$ cat config.mk
export PLATFORM = sky130hd
export DESIGN_NAME = circular_queue_with_search
export DESIGN_NICKNAME = d
export VERILOG_FILES = /design/src/hdl/cqs_pkg.sv /design/src/hdl/cqs_ctrl.sv /design/src/hdl/cqs_dp.sv /design/src/hdl/circular_queue_with_search.sv
export SDC_FILE = /design/constraint.sdc
export NUM_CORES = 1
export LEC_CHECK = 0
export ABC_AREA = 1
export BUFFER_PORTS_ARGS = -buffer_cell sky130_fd_sc_hd__buf_2
export CAP_MARGIN = 10
export CORE_ASPECT_RATIO = 1.4
export CORE_MARGIN = 2
export CORE_UTILIZATION = 30
export CTS_CLUSTER_SIZE = 20
export DETAILED_ROUTE_END_ITERATION = 8
export PLACE_DENSITY = 0.46
export SETUP_SLACK_MARGIN = 0.1
export SYNTH_ARGS = -nofsm -noshare
export SYNTH_HDL_FRONTEND = slang
export SYNTH_HIERARCHICAL = 1
export SYNTH_SLANG_ARGS = --single-unit
$ cat constraint.sdc
create_clock -name clk -period 5.75 [get_ports clk]
set_input_delay 0 -clock clk [delete_from_list [all_inputs] [get_ports clk]]
set_output_delay 0 -clock clk [all_outputs]
set_load 0.02 [all_outputs]
$ cat src/hdl/cqs_pkg.sv
`timescale 1ns / 1ps
// shared types, widths and codes for the circular queue with search
// no dependencies; imported by every module of the block
package cqs_pkg;

	// fixed field widths
	localparam int KIND_W = 2;
	localparam int DATA_W = 64;
	localparam int POS_W = 4;
	localparam int STATUS_W = 2;
	localparam int CNT_W = 5;

	// parameter defaults
	localparam int DEPTH_DEF = 16;
	localparam int WORD_BITS_DEF = 64;

	// capacity register value after reset
	localparam logic [CNT_W-1:0] CAP_RESET = CNT_W'(16);

	typedef enum logic [KIND_W-1:0] {
		KIND_ADD    = 2'd0,
		KIND_POP    = 2'd1,
		KIND_SEARCH = 2'd2,
		KIND_GET    = 2'd3
	} kind_t;

	typedef enum logic [STATUS_W-1:0] {
		ST_OK        = 2'd0,
		ST_REJECT    = 2'd1,
		ST_NOT_FOUND = 2'd2,
		ST_RANGE     = 2'd3
	} status_t;

	typedef enum logic [2:0] {
		S_IDLE,
		S_EXEC,
		S_GET_WAIT,
		S_SEARCH
	} state_t;

	// controller to datapath
	typedef struct packed {
		logic    latch;
		logic    add_wr;
		logic    pop_adv;
		logic    rd_get;
		logic    rd_head;
		logic    rd_next;
		logic    res_en;
		status_t res_status;
		logic    res_data;
		logic    res_found;
	} cqs_cmd_t;

	// datapath to controller
	typedef struct packed {
		kind_t kind;
		logic  full;
		logic  empty;
		logic  pos_ok;
		logic  match;
		logic  last;
	} cqs_stat_t;

endpackage

$ cat src/hdl/cqs_ctrl.sv
`timescale 1ns / 1ps
// controller state machine of the circular queue with search
// depends on cqs_pkg for state, command and status types
module cqs_ctrl (
	input  logic                clk,
	input  logic                arst_n,
	input  logic                start,
	input  cqs_pkg::cqs_stat_t  stat,
	output cqs_pkg::cqs_cmd_t   cmd,
	output logic                busy
);
	import cqs_pkg::*;

	state_t state_q;
	state_t state_d;

	always_ff @(posedge clk or negedge arst_n) begin
		if (!arst_n) begin
			state_q <= S_IDLE;
		end else begin
			state_q <= state_d;
		end
	end

	always_comb begin
		state_d = state_q;
		cmd = '0;
		cmd.res_status = ST_OK;
		busy = 1'b1;
		unique case (state_q)
			S_IDLE: begin
				busy = 1'b0;
				if (start) begin
					cmd.latch = 1'b1;
					state_d = S_EXEC;
				end
			end
			S_EXEC: begin
				state_d = S_IDLE;
				unique case (stat.kind)
					KIND_ADD: begin
						cmd.res_en = 1'b1;
						if (stat.full) begin
							cmd.res_status = ST_REJECT;
						end else begin
							cmd.add_wr = 1'b1;
						end
					end
					KIND_POP: begin
						cmd.res_en = 1'b1;
						if (stat.empty) begin
							cmd.res_status = ST_REJECT;
						end else begin
							cmd.pop_adv = 1'b1;
						end
					end
					KIND_GET: begin
						if (stat.pos_ok) begin
							cmd.rd_get = 1'b1;
							state_d = S_GET_WAIT;
						end else begin
							cmd.res_en = 1'b1;
							cmd.res_status = ST_RANGE;
						end
					end
					KIND_SEARCH: begin
						if (stat.empty) begin
							cmd.res_en = 1'b1;
							cmd.res_status = ST_NOT_FOUND;
						end else begin
							cmd.rd_head = 1'b1;
							state_d = S_SEARCH;
						end
					end
					default: begin
						cmd.res_en = 1'b1;
					end
				endcase
			end
			S_GET_WAIT: begin
				cmd.res_en = 1'b1;
				cmd.res_data = 1'b1;
				state_d = S_IDLE;
			end
			S_SEARCH: begin
				priority if (stat.match) begin
					cmd.res_en = 1'b1;
					cmd.res_found = 1'b1;
					state_d = S_IDLE;
				end else if (stat.last) begin
					cmd.res_en = 1'b1;
					cmd.res_status = ST_NOT_FOUND;
					state_d = S_IDLE;
				end else begin
					cmd.rd_next = 1'b1;
				end
			end
			default: begin
				state_d = S_IDLE;
			end
		endcase
	end

endmodule

$ cat src/hdl/cqs_dp.sv
`timescale 1ns / 1ps
// datapath of the circular queue with search: ring memory, pointers, result registers
// depends on cqs_pkg for widths, codes and the command and status structs
module cqs_dp #(
	parameter int DEPTH = cqs_pkg::DEPTH_DEF,
	parameter int WORD_BITS = cqs_pkg::WORD_BITS_DEF
) (
	input  logic                          clk,
	input  logic                          arst_n,
	input  cqs_pkg::cqs_cmd_t             cmd,
	output cqs_pkg::cqs_stat_t            stat,
	input  logic [cqs_pkg::KIND_W-1:0]    kind,
	input  logic [cqs_pkg::DATA_W-1:0]    value,
	input  logic [cqs_pkg::POS_W-1:0]     position,
	input  logic                          capacity_we,
	input  logic [cqs_pkg::CNT_W-1:0]     capacity,
	output logic                          done,
	output logic [cqs_pkg::STATUS_W-1:0]  status,
	output logic [cqs_pkg::DATA_W-1:0]    data_out,
	output logic [cqs_pkg::POS_W-1:0]     found_position,
	output logic [cqs_pkg::CNT_W-1:0]     occupancy
);
	import cqs_pkg::*;

	localparam int AW = (DEPTH > 1) ? $clog2(DEPTH) : 1;
	// largest usable capacity: the register is CNT_W bits
	localparam int CAP_LIM = (DEPTH < (2 ** CNT_W - 1)) ? DEPTH : (2 ** CNT_W - 1);
	localparam logic [CNT_W-1:0] CAP_MAX = CNT_W'(CAP_LIM);

	// (a + b) mod cap where both operands stay below cap
	function automatic logic [CNT_W-1:0] ring_add(
		input logic [CNT_W-1:0] a,
		input logic [CNT_W-1:0] b,
		input logic [CNT_W-1:0] cap
	);
		logic [CNT_W:0] s;
		s = {1'b0, a} + {1'b0, b};
		if (s >= {1'b0, cap}) begin
			s = s - {1'b0, cap};
		end
		return s[CNT_W-1:0];
	endfunction

	// zero reads as one, above the ring size reads as the ring size
	function automatic logic [CNT_W-1:0] clamp_cap(input logic [CNT_W-1:0] c);
		logic [CNT_W-1:0] r;
		r = c;
		if (c == '0) begin
			r = CNT_W'(1);
		end else if (c > CAP_MAX) begin
			r = CAP_MAX;
		end
		return r;
	endfunction

	logic [WORD_BITS-1:0] mem [DEPTH];

	kind_t                kind_q;
	logic [WORD_BITS-1:0] value_q;
	logic [POS_W-1:0]     pos_q;
	logic [CNT_W-1:0]     cap_q;
	logic [CNT_W-1:0]     head_q;
	logic [CNT_W-1:0]     count_q;
	logic [CNT_W-1:0]     ptr_q;
	logic [CNT_W-1:0]     k_q;
	logic [WORD_BITS-1:0] rd_data_q;

	logic                 done_q;
	status_t              status_q;
	logic [DATA_W-1:0]    data_q;
	logic [POS_W-1:0]     found_q;
	logic [CNT_W-1:0]     occ_q;

	logic [CNT_W-1:0] tail;
	logic [CNT_W-1:0] get_idx;
	logic [CNT_W-1:0] rd_addr;
	logic [CNT_W-1:0] rd_addr_inc;
	logic [CNT_W-1:0] head_inc;
	logic [CNT_W-1:0] count_d;
	logic             rd_en;

	assign tail     = ring_add(head_q, count_q, cap_q);
	assign get_idx  = ring_add(head_q, CNT_W'(pos_q), cap_q);
	assign head_inc = ring_add(head_q, CNT_W'(1), cap_q);
	assign rd_en    = cmd.rd_get | cmd.rd_head | cmd.rd_next;

	always_comb begin
		priority if (cmd.rd_get) begin
			rd_addr = get_idx;
		end else if (cmd.rd_head) begin
			rd_addr = head_q;
		end else begin
			rd_addr = ptr_q;
		end
	end

	assign rd_addr_inc = ring_add(rd_addr, CNT_W'(1), cap_q);

	always_comb begin
		count_d = count_q;
		if (cmd.add_wr) begin
			count_d = count_q + CNT_W'(1);
		end else if (cmd.pop_adv) begin
			count_d = count_q - CNT_W'(1);
		end
	end

	assign stat.kind   = kind_q;
	assign stat.full   = (count_q >= cap_q);
	assign stat.empty  = (count_q == '0);
	assign stat.pos_ok = (CNT_W'(pos_q) < count_q);
	assign stat.match  = (rd_data_q == value_q);
	assign stat.last   = ({1'b0, k_q} + (CNT_W + 1)'(1)) == {1'b0, count_q};

	// ring memory
	always_ff @(posedge clk) begin
		if (cmd.add_wr) begin
			mem[AW'(tail)] <= value_q;
		end
		if (rd_en) begin
			rd_data_q <= mem[AW'(rd_addr)];
		end
	end

	// command beat capture
	always_ff @(posedge clk) begin
		if (cmd.latch) begin
			kind_q  <= kind_t'(kind);
			value_q <= value[WORD_BITS-1:0];
			pos_q   <= position;
		end
	end

	// queue pointers and capacity
	always_ff @(posedge clk or negedge arst_n) begin
		if (!arst_n) begin
			cap_q   <= clamp_cap(CAP_RESET);
			head_q  <= '0;
			count_q <= '0;
		end else if (capacity_we) begin
			cap_q   <= clamp_cap(capacity);
			head_q  <= '0;
			count_q <= '0;
		end else begin
			count_q <= count_d;
			if (cmd.pop_adv) begin
				head_q <= head_inc;
			end
		end
	end

	// search walk
	always_ff @(posedge clk) begin
		if (cmd.rd_head) begin
			ptr_q <= rd_addr_inc;
			k_q   <= '0;
		end else if (cmd.rd_next) begin
			ptr_q <= rd_addr_inc;
			k_q   <= k_q + CNT_W'(1);
		end
	end

	// result registers
	always_ff @(posedge clk or negedge arst_n) begin
		if (!arst_n) begin
			done_q <= 1'b0;
		end else begin
			done_q <= cmd.res_en;
		end
	end

	always_ff @(posedge clk) begin
		if (cmd.res_en) begin
			status_q <= cmd.res_status;
			data_q   <= cmd.res_data ? DATA_W'(rd_data_q) : '0;
			found_q  <= cmd.res_found ? k_q[POS_W-1:0] : '0;
			occ_q    <= count_d;
		end
	end

	assign done           = done_q;
	assign status         = status_q;
	assign data_out       = data_q;
	assign found_position = found_q;
	assign occupancy      = occ_q;

endmodule

$ cat src/hdl/circular_queue_with_search.sv
`timescale 1ns / 1ps
// top level of the circular queue with search: controller plus datapath
// depends on cqs_pkg, cqs_ctrl and cqs_dp
//
// usage
//   command channel: a beat (kind, value, position) is taken at a rising edge
//   with start high and busy low. busy stays high while the command runs.
//   result channel: one result per command, shown for exactly one cycle with
//   done high (status, data_out, found_position, occupancy). the receiver
//   cannot stall, so results are never held back.
//   capacity: written with capacity_we while idle; the write also empties
//   the queue. zero acts as one, values above DEPTH act as DEPTH.
// timing
//   add, pop and a rejected get or search: done follows from the execute state;
//   a get in range first passes the S_GET_WAIT state for the memory read. search
//   reads one ring entry per cycle through the registered memory port, so a hit
//   ends at the matching entry and a miss ends after all occupied entries.
//   a new command may be issued in the cycle that done is high.
// reset
//   arst_n clears the queue to empty with capacity 16 (clamped to DEPTH);
//   no clearing pass runs, ring contents are undefined until written.
module circular_queue_with_search #(
	parameter int DEPTH = cqs_pkg::DEPTH_DEF,
	parameter int WORD_BITS = cqs_pkg::WORD_BITS_DEF
) (
	input  logic                          clk,
	input  logic                          arst_n,
	// command channel
	input  logic                          start,
	output logic                          busy,
	input  logic [cqs_pkg::KIND_W-1:0]    kind,
	input  logic [cqs_pkg::DATA_W-1:0]    value,
	input  logic [cqs_pkg::POS_W-1:0]     position,
	// capacity register
	input  logic                          capacity_we,
	input  logic [cqs_pkg::CNT_W-1:0]     capacity,
	// result channel
	output logic                          done,
	output logic [cqs_pkg::STATUS_W-1:0]  status,
	output logic [cqs_pkg::DATA_W-1:0]    data_out,
	output logic [cqs_pkg::POS_W-1:0]     found_position,
	output logic [cqs_pkg::CNT_W-1:0]     occupancy
);
	import cqs_pkg::*;

	// highest occupancy the queue can ever report
	localparam int OCC_LIM = (DEPTH < (2 ** CNT_W - 1)) ? DEPTH : (2 ** CNT_W - 1);

	cqs_cmd_t  cmd;
	cqs_stat_t stat;

	// sequencer: one command at a time
	cqs_ctrl u_ctrl (
		.clk    (clk),
		.arst_n (arst_n),
		.start  (start),
		.stat   (stat),
		.cmd    (cmd),
		.busy   (busy)
	);

	// ring memory, pointers and result beat registers
	cqs_dp #(
		.DEPTH     (DEPTH),
		.WORD_BITS (WORD_BITS)
	) u_dp (
		.clk            (clk),
		.arst_n         (arst_n),
		.cmd            (cmd),
		.stat           (stat),
		.kind           (kind),
		.value          (value),
		.position       (position),
		.capacity_we    (capacity_we),
		.capacity       (capacity),
		.done           (done),
		.status         (status),
		.data_out       (data_out),
		.found_position (found_position),
		.occupancy      (occupancy)
	);

	// a result beat only ever leaves while the sequencer is back in idle
	a_done_idle: assert property (@(posedge clk) disable iff (!arst_n)
		done |-> !busy)
		else $error("result beat while busy");

	// an accepted command always makes the block busy next cycle
	a_start_busy: assert property (@(posedge clk) disable iff (!arst_n)
		(start && !busy) |=> busy)
		else $error("accepted command did not start");

	// a write into the ring never happens on a full queue
	a_no_overfill: assert property (@(posedge clk) disable iff (!arst_n)
		cmd.add_wr |-> !stat.full)
		else $error("add written into full queue");

	// reported occupancy stays within the ring
	a_occ_range: assert property (@(posedge clk) disable iff (!arst_n)
		done |-> (32'(occupancy) <= OCC_LIM))
		else $error("occupancy beyond ring size");

	// only a good get carries data
	a_data_zero: assert property (@(posedge clk) disable iff (!arst_n)
		(done && (status != ST_OK)) |-> (data_out == '0))
		else $error("data on a failed command");

endmodule
Yosys cells after proc, flatten, opt, wreduce, memory -nomap -nowiden
Memories as Yosys holds them, arrays and structs flattened. A register that Yosys moved wholly into a read port is not among the register bits.
Cells that the tools add are included.
{"block": "totals", "regBits": 174, "n_memories": 1, "ram_bits": 1024, "output_inout_bits": 77}
{"block": "classes", "magnitude_cmp": 7, "n_eq_ne": 10, "addsub": 12, "reduce_logical": 7, "muxes": 51, "bitwise": 2}
{"memory": "u_dp.mem", "words": 16, "width": 64, "rd": 1, "rd_clocked_by_memory_dff": 1, "write_ports": 1, "line": "cqs_dp.sv:56", "rtl": "logic [WORD_BITS-1:0] mem [DEPTH];"}
{"operator": "$mux W5", "count": 14}
{"operator": "$eq A64 B64 Y1", "count": 1}
{"operator": "$ge A6 B5 Y1", "count": 4}
{"operator": "$mux W1", "count": 21}
{"operator": "$add A5 B1 Y6 const B", "count": 3}
{"operator": "$mux W3", "count": 6}
{"operator": "$sub A5 B5 Y5", "count": 3}
{"operator": "$pmux W3 S4", "count": 1}
{"operator": "$add A5 B1 Y5 const B", "count": 2}
{"operator": "$logic_not A5 Y1", "count": 2}
{"operator": "$pmux W3 S3", "count": 1}
{"operator": "$mux W4", "count": 2}
{"operator": "$add A5 B4 Y6", "count": 1}
{"operator": "$add A5 B5 Y6", "count": 1}
{"operator": "$eq A3 B2 Y1 const B", "count": 2}
{"operator": "$eq A6 B5 Y1", "count": 1}
{"operator": "$mux W2", "count": 3}
{"operator": "$pmux W3 S2", "count": 1}
{"operator": "$ge A5 B5 Y1", "count": 1}
{"operator": "$gt A5 B5 Y1 const B", "count": 1}
{"operator": "$lt A4 B5 Y1", "count": 1}
{"operator": "$sub A5 B1 Y5 const B", "count": 1}
{"operator": "$eq A2 B2 Y1 const B", "count": 2}
{"operator": "$pmux W2 S2", "count": 1}
{"operator": "other kinds (11)", "count": 13}

Depth between registers and ports, before layout
{"block": "logic_depth", "word_depth": 11, "mapped_depth": 33, "ltp_nobuf": 31}

Hierarchy
Netlist, hierarchy kept.
{"mod": "cqs_dp", "area_per_inst_um2": 55634.6, "cells_per_inst": 5069, "instances": 1}
{"mod": "cqs_ctrl", "area_per_inst_um2": 241.5, "cells_per_inst": 48, "instances": 1}

Least setup slack after synthesis
OpenSTA, ideal clock, no wires.
{"block": "synth_timing", "kind": "register to register", "start": "reg u_dp.count_q[2]", "end": "mem u_dp/mem[0][0] in the netlist's numbering, enable pin", "n_path_buf": 0, "synth_period_minus_slack_ps": 5888, "arrival_time_ps": 5402, "path_slack_ps": -138, "path_stages_with_launch": 14, "setup_ps": 487, "t_required_ps": 5263, "cell_sequence": "dfrtp_1 ha_1 a21o_1 a31oi_1 xor2_1 inv_1 ha_1 nand3_1 nand3b_1 a211oi_1 nand2_1 o21ai_0 nand4_1 nor2_1"}
{"block": "synth_between", "elab_chain_len": 6, "elab_cells_between_ends": 10, "classes_between": "2 x add/sub; 2 x order compare; 6 x mux"}
{"element": "start, declared", "line": "cqs_dp.sv:63", "rtl": "logic [CNT_W-1:0] count_q;"}
{"element": "start signal, assigned", "line": "cqs_dp.sv:145", "rtl": "count_q <= count_d;"}
{"element": "parallel branches: the longest is 6 deep, another holds $add A5 B5 Y6"}
{"element": "end, declared", "line": "cqs_dp.sv:56"}
Parallel ways; which one is timed is not known.

Worst setup path after layout
{"block": "layout_timing", "start": "reg u_dp.head_q[0]", "end": "reg u_dp.ptr_q[0], data pin"}
{"block": "layout_between", "elab_chain_len": 9, "elab_cells_between_ends": 12, "classes_between": "4 x add/sub; 2 x order compare; 6 x mux"}
{"element": "start, declared", "line": "cqs_dp.sv:62", "rtl": "logic [CNT_W-1:0] head_q;"}
{"element": "start signal, assigned", "line": "cqs_dp.sv:147", "rtl": "head_q <= head_inc;"}
{"element": "$add A5 B4 Y6", "line": "cqs_dp.sv:37", "rtl": "s = {1'b0, a} + {1'b0, b};"}
{"element": "$sub A5 B5 Y5 or $ge A6 B5 Y1 (tied branches)", "line": "cqs_dp.sv:39, cqs_dp.sv:38"}
{"element": "$mux W5", "line": "cqs_dp.sv:38", "rtl": "if (s >= {1'b0, cap}) begin"}
{"element": "$mux W5 (*)", "line": "cqs_dp.sv:88", "rtl": "priority if (cmd.rd_get) begin"}
{"element": "$add A5 B1 Y6 (*)", "line": "cqs_dp.sv:37"}
{"element": "$sub A5 B5 Y5 or $ge A6 B5 Y1 (tied branches)", "line": "cqs_dp.sv:39, cqs_dp.sv:38"}
{"element": "$mux W5 (*)", "line": "cqs_dp.sv:38"}
{"element": "net u_dp.rd_addr_inc[0]", "line": "cqs_dp.sv:77", "rtl": "logic [CNT_W-1:0] rd_addr_inc;"}
{"element": "$mux W5", "line": "cqs_dp.sv:157", "rtl": "end else if (cmd.rd_next) begin"}
{"element": "$mux W5 (*)", "line": "cqs_dp.sv:154", "rtl": "if (cmd.rd_head) begin"}
{"element": "end signal, assigned", "line": "cqs_dp.sv:155", "rtl": "ptr_q <= rd_addr_inc;"}
{"element": "end signal, assigned", "line": "cqs_dp.sv:158", "rtl": "ptr_q <= rd_addr_inc;"}
{"element": "end, declared", "line": "cqs_dp.sv:64", "rtl": "logic [CNT_W-1:0] ptr_q;"}
The timed path passes the listed nets; every way through them passes the cells marked *. The select of a mux whose other input is x is not followed.
A chain may end at the register's enable or synchronous reset.

==> impl_metrics.env <==
export IMPL_h_tree_depth=4
export IMPL_grt_pass1_wl_mm=259
export IMPL_synth_cell_area_sq_um=55900
export IMPL_synth_edf_count=1238
export IMPL_gp_congestion=0.810
export IMPL_critPathCapture="u_dp/ptr_q[0]$_DFFE_PP_"
export IMPL_path_class="reg2reg"
export IMPL_crit_arrival_ns=5.77
export IMPL_p_seq_frac=0.492
export IMPL_grt_max_degree=156
export IMPL_vdd_drop_max_mv=0.318
export IMPL_io_pin_count=156
export IMPL_wl_mm=177
export IMPL_fin_tns_setup_ns=0
export IMPL_drive_gt1_frac=0.0877
export IMPL_start_kind="flip-flop"
export IMPL_regToRegStartpoint="u_dp/head_q[0]$_DFFE_PN0P_"
export IMPL_final_common_cell="nand3_1"
export IMPL_die_h_um=515
export IMPL_synth_warning_count=6
export IMPL_p_total_mw=22.3
export IMPL_cts_resized=0
export IMPL_grt_pass1_vias=37100
export IMPL_hold_viol=0
export IMPL_clock_sinks=1261
export IMPL_globalRouteTotalUtil=0.185
export IMPL_syn2layout_area_growth_pct=17.0
export IMPL_r2r_cells=27
export IMPL_worstHoldStart="position[1]"
export IMPL_drtIter0Drc=2945
export IMPL_crit_path_end_kind="flip-flop"
export IMPL_yosys_area_top_type="edfxtp_1"
export IMPL_power_internal_mw=16.2
export IMPL_fmax_mhz=190
export IMPL_synth_async_reset_ratio=0.0143
export IMPL_nets=5523
export IMPL_fin_crit_sh=0.913
export IMPL_cts_tree="built"
export IMPL_core_sq_um=185000
export IMPL_tightest_slew_ns=1.10
export IMPL_run_status="complete, no violations"
export IMPL_first_pass_iters=5
export IMPL_synth_compound_area_frac=0.00808
export IMPL_synthFlopType="edfxtp_1"
export IMPL_antenna_found_initial=4
export IMPL_clock_latency_ns=0.80
export IMPL_drc_errors=0
export IMPL_crit_start="u_dp/head_q[0]$_DFFE_PN0P_"
export IMPL_synth_top_family_by_area="simple AND/OR/NAND/NOR gates"
export IMPL_yosys_area_share_xor_xnor=0.0114
export IMPL_dp_hpwl_mm=90.4
export IMPL_clk_path_buf_depth=3
export IMPL_period_needed_ns=5.25
export IMPL_maxCapViolCount=0
export IMPL_drv_slew=0
export IMPL_die_area_sq_um=190000
export IMPL_final_cell_mix="nand3_1 (1250), edfxtp_1 (1238), inv_1 (1066)"
export IMPL_synth_distinct_cells=43
export IMPL_p_clk_frac=0.380
export IMPL_rrSetupSlack_ns=0.50
export IMPL_p_sw_frac=0.274
export IMPL_r2r_end="u_dp/ptr_q[0]$_DFFE_PP_"
export IMPL_timing_slew_headroom=0.259
export IMPL_drtAntennaViolNets=0
export IMPL_switching_power_mw=6.11
export IMPL_setup_viol_count_final=0
export IMPL_rsz0062_at_grt="false"
export IMPL_synthAdderAreaFrac=0.0118
export IMPL_synth_top_cells_by_area="edfxtp_1 (67%), nand3_1 (11%), inv_1 (7.2%)"
export IMPL_hp_class="in2reg"
export IMPL_clk_pin_slew_ns=0.06
export IMPL_crit_fanout=32
export IMPL_synthMuxAreaShare=0
export IMPL_cts_buffers=135
export IMPL_wl_per_cell_um=22.2
export IMPL_power_density_nw_per_um2=341
export IMPL_synth_top_area_frac=0.665
export IMPL_syn_nets=5245
export IMPL_overflow=0
export IMPL_vias=37700
export IMPL_cts_root_buf="clkbuf_16"
export IMPL_fin_ws_ns=0.499
export IMPL_comb_power_share=0.128
export IMPL_io_buffers=155
export IMPL_start_util=0.302
export IMPL_viasPerCell=4.74
export IMPL_place_ws_ns=0.555
export IMPL_synthCells=5117
export IMPL_required_ns=6.26
export IMPL_synth_area_per_cell_sq_um=10.9
export IMPL_p_leak_nw=27.0
export IMPL_synth_ff_latch_count=1261
export IMPL_yosysSeqAreaShare=0.675
export IMPL_synth_simple_area_share=0.195
export IMPL_die_w_um=369
export IMPL_rows=187
export IMPL_finClkSkew_ns=0.0304
==> synthesized netlist by cell type (11+ instances only) <==
cell type / instances
nand3b_1: 131
nand2_1: 831
buf_6: 14
o21ai_0: 19
xnor2_1: 52
a21oi_1: 15
buf_4: 38
nand4_1: 19
xor2_1: 21
nor2_1: 58
ha_1: 43
or2_2: 11
nand3_1: 1251
dfrtp_1: 17
inv_1: 1069
clkbuf_1: 50
buf_2: 162
edfxtp_1: 1238
==> power groups by stage <==
stage / registers [mW] / clock network (mW) / logic [mW]
CTS: 11.0 / 8.71 / 2.91
detailed placement: 11.2 / 0 / 2.82
global placement: 11.2 / 0 / 2.81
floorplan: 11.2 / 0 / 1.54
finish: 11.0 / 8.47 / 2.85
global route: 11.0 / 9.02 / 3.15
==> critical path, cell delays in order, from the launching register on <==
cell and delay (ns):
dfrtp_1 0.49, ha_1 0.25, inv_1 0.06, fa_1 0.38
nand3b_1 0.17, nand2_1 0.08, xor2_1 0.25, ha_1 0.32
nand3_1 0.13, nor2_1 0.05, nor2_1 0.09, nand2_1 0.09
nor2_2 0.18, nand2_1 0.13, nand3_4 0.13, nand2_8 0.19
ha_1 0.27, or2_2 0.29, nand2_1 0.08, inv_1 0.05
ha_1 0.34, a21o_1 0.20, a21oi_1 0.21, nand2_1 0.09
a21oi_1 0.16, nand2_2 0.14, nand2_1 0.08, o21ai_0 0.08
==> layout make-up <==
| cell class | count | area (sq um) |
|---|---|---|
| Clock inverter | 72 | 657 |
| Tap cell | 2457 | 3070 |
| Fill cell | 18400 | 120000 |
| Clock buffer | 167 | 3530 |
| Multi-Input combinational cell | 2516 | 12900 |
| Antenna cell | 2 | 5.00 |
| Sequential cell | 1261 | 37700 |
| Inverter | 1071 | 4040 |
| Timing Repair Buffer | 410 | 3470 |
==> routing by layer <==
metal  wire, um  vias up  track usage
li1           -    17600            -
met1      78200    19000        0.243
met2      86000      937        0.317
met3       7860      233       0.0244
met4       4590        0       0.0577
met5          0        -            0
==> worst min-delay path by stage <==
| stage | slack, ns | cells after the start | end |
|---|---|---|---|
| after floorplan | -0.30 | 0 | u_ctrl/state_q[0]$_DFFE_PN0P_ |
| after CTS | 0.001 | 2 | u_dp/pos_q[1]$_DFFE_PP_ |
| after global placement | -0.02 | 1 | u_dp/cap_q[0]$_DFFE_PN0P_ |
| after global routing | 0.03 | 2 | u_dp/value_q[35]$_DFFE_PP_ |
| final | 0.01 | 2 | u_dp/pos_q[1]$_DFFE_PP_ |
| after detailed placement | -0.01 | 1 | u_dp/cap_q[0]$_DFFE_PN0P_ |
==> timing repair <==
action	in CTS	in global routing
buffers inserted	0	0
hold buffers	158	0
hold endpoints to repair	104	0
==> sequential cells by signal (all words and copies together) (netlist names) <==
| name | cells |
|---|---|
| u_ctrl/state_q | 2 |
| u_dp/cap_q | 5 |
| u_dp/count_q | 5 |
| u_dp/data_out | 64 |
| u_dp/done | 1 |
| u_dp/found_position | 4 |
| u_dp/head_q | 5 |
| u_dp/k_q | 5 |
| u_dp/kind_q | 2 |
| u_dp/mem | 1024 |
| u_dp/occupancy | 5 |
| u_dp/pos_q | 4 |
| u_dp/ptr_q | 5 |
| u_dp/rd_data_q | 64 |
| u_dp/status | 2 |
| u_dp/value_q | 64 |
==> kinds of logic after synthesis <==
group	count (synthesis)
AND/OR/NAND/NOR	2322
XOR/XNOR	73
flip-flops	1261
AO/OA/AOI/OAI	72
buffers and inverters	1340
adder cells (fa/ha/maj)	49
==> metrics by stage <==
step	instances	instance area (sq um)	hold slack, ns	utilization
3_3_place_gp	7557	59600	-0.0198	0.322
5_1_grt	7956	65400	0.0348	0.353
6_report	7956	65400	0.0124	0.353
3_5_place_dp	7557	59600	-0.0144	0.322
4_1_cts	7954	65400	0.00114	0.353
2_1_floorplan	5117	55900	-0.296	-
(Power assumes the default switching activity.)
